**src/design/bsgu_ram.sv**
```systemverilog
// Generic single-port-write, single-port-read RAM with a registered read.
// Stand-alone; no package needed.
module bsgu_ram #(
  parameter int WIDTH = 33,
  parameter int DEPTH = 64
) (
  input  logic                                   clk,
  input  logic                                   we,
  input  logic [(DEPTH > 1 ? $clog2(DEPTH) : 1)-1:0] waddr,
  input  logic [WIDTH-1:0]                       wdata,
  input  logic [(DEPTH > 1 ? $clog2(DEPTH) : 1)-1:0] raddr,
  output logic [WIDTH-1:0]                       rdata
);

  logic [WIDTH-1:0] mem [DEPTH];

  always_ff @(posedge clk) begin
    if (we) begin
      mem[waddr] <= wdata;
    end
    rdata <= mem[raddr];
  end

endmodule

```
**config.mk**
```make
export PLATFORM = sky130hd
export DESIGN_NAME = bsgu_ram
export DESIGN_NICKNAME = d
export VERILOG_FILES = /design/src/design/bsgu_ram.sv
export SDC_FILE = /design/constraint.sdc
export NUM_CORES = 2
export LEC_CHECK = 0
export BUFFER_PORTS_ARGS = -buffer_cell sky130_fd_sc_hd__buf_2
export CAP_MARGIN = 25
export CELL_PAD_IN_SITES_DETAIL_PLACEMENT = 0
export CELL_PAD_IN_SITES_GLOBAL_PLACEMENT = 1
export CORE_ASPECT_RATIO = 1.1
export CORE_UTILIZATION = 56
export DETAILED_ROUTE_END_ITERATION = 10
export PLACE_DENSITY = 0.78
export SYNTH_ARGS = -nofsm -noshare
export SYNTH_HDL_FRONTEND = slang
export SYNTH_SLANG_ARGS = --single-unit
```
**constraint.sdc**
```tcl
create_clock -name clk -period 4.4 [get_ports clk]
set_input_delay 0.88 -clock clk [delete_from_list [all_inputs] [get_ports clk]]
set_output_delay 0.88 -clock clk [all_outputs]
set_load 0.005 [all_outputs]
```
Word-level counts from Yosys, hierarchy flattened
Memories as Yosys holds them, arrays and structs flattened. A register that Yosys moved wholly into a read port is not among the register bits.
Index checks and enable logic that the tools add are counted.
W data, S select, Z words.
{"block": "op_classes", "muxes": 2}
{"operator": "$mux W1", "n": 2}
{"block": "word_totals", "wordCells": 3, "in_bits": 47, "mem_bits_rw": 2112, "n_memories": 1, "register_bits": 0}
{"memory": "mem", "depth": 64, "width": 33, "rd": 1, "rd_ports_with_merged_regs": 1, "wr": 1, "line": "15", "rtl": "logic [WIDTH-1:0] mem [DEPTH];"}

Logic depth before layout (Yosys ltp)
{"block": "logic_depth", "word_depth": 2, "ltp_mapped": 10, "ltp_nobuf": 5}

Worst setup path after synthesis
No wires, ideal clock.
{"block": "synth_path", "kind": "input to register", "start": "input waddr[3] in the netlist's numbering", "end": "memory mem[48][0], enable pin", "n_path_buf": 1, "t_arrival_ps": 3646, "setup_time_ps": 464, "slack_ps": 290, "required_ps": 3936, "cell_stages": 4, "cell_sequence": "clkbuf_1 nor2b_1 nand4b_1 nor3_1"}
{"item": "start, declared", "line": "9", "rtl": "input logic [(DEPTH > 1 ? $clog2(DEPTH) : 1)-1:0] waddr,"}
{"item": "end, declared", "line": "15"}
Straight into the memory's write port.

==> reports/metrics.yaml <==
vias: 39659
outcome: "finished, final reports clean"
synth_flop_cell: "edfxtp_1"
leakagePower_nw: 28.9
grt_max_degree: 65
powerDensity_mw_per_mm2: 455
grt_pass1_wl_um: 291000
start_kind: "input pin"
track_usage_pct: 28.5
synthesis.instances: 3598
viasPerCell: 6.64
path_clk_slew_ps: 70
finalSetupViolations: 0
yosys_warnings: 0
cts_tree: "yes"
drive_gt1_share_pct: 28.6
p_comb_share_pct: 4.9
ios: 80
max_stage_delay_ps: 720
rows: 146
synth-adder-area-share_pct: 0
place_congestion: 0.803
end_kind: "register"
setup_slack_ps: 1280
synth_top_family_by_area: "multiplexers"
wl_um: 205000
path_max_fanout: 51
max-cap-violations: 0
grt_setup_unrepaired: "no"
synth_top_area_share_pct: 78.1
synthMuxAreaShare_pct: 14.7
synthXorXnorAreaFrac_pct: 0
p_clk_share_pct: 41.0
final_area_mm2: 0.0922
synthTopCellsByArea: "edfxtp_1 78%, mux4_2 13%, mux2i_1 1.2%"
drt-wirelength-per-cell_um: 34.2
power_frac_seq_pct: 54.1
fin_crit_ps: 3120
async_flop_share_pct: 0
fp.dieArea_mm2: 0.147
crit_chain: "buf_8, buf_12, buf_12, mux4_2, nand2_1, nand2_1, a221oi_1, and4b_1"
finalMaxSlewViolations: 0
placed_cell_area_mm2: 0.0851
drcViolationCount: 0
first_pass_iters: 5
portBuffers: 79
cp.arrival_ps: 3850
root_buffer: "clkbuf_16"
cts_buffers: 198
synth_nets: 3645
ys_ff_latch: 2145
hold_buffers: 0
worst_skew_pair.late_latency_ps: 840
synth_compound_area_share_pct: 2.61
ys_types: 46
cp_slowest_cell: "a221oi_1"
slew-limit-headroom_pct: 26.3
postCtsSetupBuffers: 0
seq_area_frac_synth_pct: 78.9
instances_no_fill: 5977
dp_hpwl_um: 114000
first_iter_violations: 5021
clkSinkCount: 2145
core_area_mm2: 0.144
swShare_pct: 20.8
hold_class: "in -> reg"
htree_levels: 4
overflow: 0
finalSetupTns_ps: 0
path_class: "in -> reg"
hold_violations: 0
internal_power_mw: 33.3
pre_cts_ws_ps: 449
switchingPower_mw: 8.73
synth.cell_area_mm2: 0.0812
synth_edf_count: 2112
avgSynthCellArea_um2: 22.6
tightest_slew_ps: 1090
die_h_um: 401
die_w_um: 365
area_delta_synth_final_pct: 13.6
fin_crit_sh_pct: 70.9
clock_path_buffers: 3
cts.repair.resized: 0
fmax_mhz: 320
fill_cells: 9471
dp_cells: 5573
yosysTopAreaCell: "edfxtp_1"
start_util_pct: 56.4
nets: 3924
fin_hold_ws_ps: 307
first_global_vias: 39911
skew_ps: 32.4
final_antenna_net_count: 0
antenna_found_initial: 17
synth-simple-area-share_pct: 2.27
critPathRequiredTime_ps: 5130
vdd_ir_drop_max_mv: 0.396
## flip-flops by register name, summed over array words and instances (netlist names)
| signal | count |
|---|---|
| mem | 2112 |
| rdata | 33 |
## power groups by stage
stage	Combinational (mW)	Clock, mW	Sequential (mW)
2_1_floorplan	1.09	0	23.1
3_3_place_gp	1.96	0	23.2
3_5_place_dp	2.00	0	23.2
4_1_cts	2.00	17.4	22.7
5_1_grt	2.16	18.2	22.7
6_report	2.06	17.2	22.7
## final cells by class
| type | count | area [um2] | share of cell area [%] |
|---|---|---|---|
| Inverter | 3 | 11.3 | 0.0122 |
| Tap cell | 1924 | 2410 | 2.61 |
| Sequential cell | 2145 | 64100 | 69.5 |
| Timing Repair Buffer | 283 | 2750 | 2.98 |
| Clock inverter | 103 | 1040 | 1.13 |
| Multi-Input combinational cell | 1246 | 16400 | 17.8 |
| Clock buffer | 268 | 5510 | 5.97 |
| Antenna cell | 5 | 12.5 | 0.0136 |
## metal layers
metal	global-route usage (%)	share of wire, %	vias to the layer above	routed length [um]
met5	0	0.057	-	117
met4	11.3	4.1	18	8460
met3	4.84	8.9	390	18100
met2	46.4	50	2210	103000
met1	38.8	37	21143	75300
li1	-	-	15898	-
## cell usage in the layout (no fill, tap or decap), types with 6 or more instances in the layout
cell / Yosys / final
mux2i_1: 96 / 96
edfxtp_1: 2112 / 2112
nor2_4: 0 / 65
clkbuf_8: 0 / 14
o221ai_1: 46 / 46
bufinv_16: 0 / 19
buf_4: 17 / 143
o21ai_0: 13 / 13
buf_12: 1 / 60
o221a_1: 8 / 8
nand2_1: 102 / 102
a211oi_1: 19 / 19
clkbuf_16: 0 / 205
clkinv_2: 0 / 44
buf_2: 58 / 75
and3_1: 19 / 19
a221oi_1: 8 / 8
nand3_1: 86 / 86
a211oi_2: 10 / 10
a211o_1: 8 / 8
clkinv_1: 1 / 25
and2_1: 12 / 12
mux4_2: 485 / 485
mux2_2: 6 / 6
dfxtp_1: 33 / 33
a22oi_1: 77 / 77
a21oi_1: 17 / 17
o211ai_1: 8 / 8
clkbuf_1: 82 / 49
nor2b_1: 23 / 21
o22ai_1: 59 / 59
nand4_1: 41 / 41
## stage by stage
| stage | power (mW) | utilization [%] |
|---|---|---|
| after global routing | 43.0 | 64.1 |
| after detailed placement | 25.2 | 59.1 |
| after global placement | 25.1 | 59.1 |
| final | 42.0 | 64.1 |
| after floorplan | 24.2 | - |
| after CTS | 42.1 | 63.7 |
## cell families (layout without fill, tap and decap cells)
kind of cell    after synthesis  in the layout
compound gates              281            281
buf+inv                     207            657
flops                      2145           2145
mux                         587            587
other cells                   0              5
simple gates                378            378
## worst paths after layout
path	slack, ps	from	to	cells past startpoint
worst max-delay path	1280	raddr[0]	rdata[27]$_DFF_P_	8
worst min-delay path	310	wdata[5]	mem[41][5]$_DFFE_PP_	1
worst min register to register	830	mem[27][23]$_DFFE_PP_	rdata[23]$_DFF_P_	4
worst max register to register	2270	mem[52][27]$_DFFE_PP_	rdata[27]$_DFF_P_	5
## synthesized netlist by cell type, drive strengths merged (8+ instances only)
library cell and n:
a211o 8, a211oi 29, a21oi 17, a221oi 8
a22oi 77, and2 12, and3 19, buf 122
clkbuf 82, dfxtp 33, edfxtp 2112, mux2i 96
mux4 485, nand2 102, nand3 86, nand4 41
nor2 71, nor2b 23, o211ai 8, o21ai 13
o221a 8, o221ai 46, o22ai 59
## critical path, delay by kind of cell
| family | cells | cell delay, ps |
|---|---|---|
| buffers and inverters | 3 | 1090 |
| AO/OA/AOI/OAI | 1 | 720 |
| multiplexers | 1 | 550 |
| AND/OR/NAND/NOR | 3 | 470 |
No activity file was read; power rests on OpenSTA's default activity.
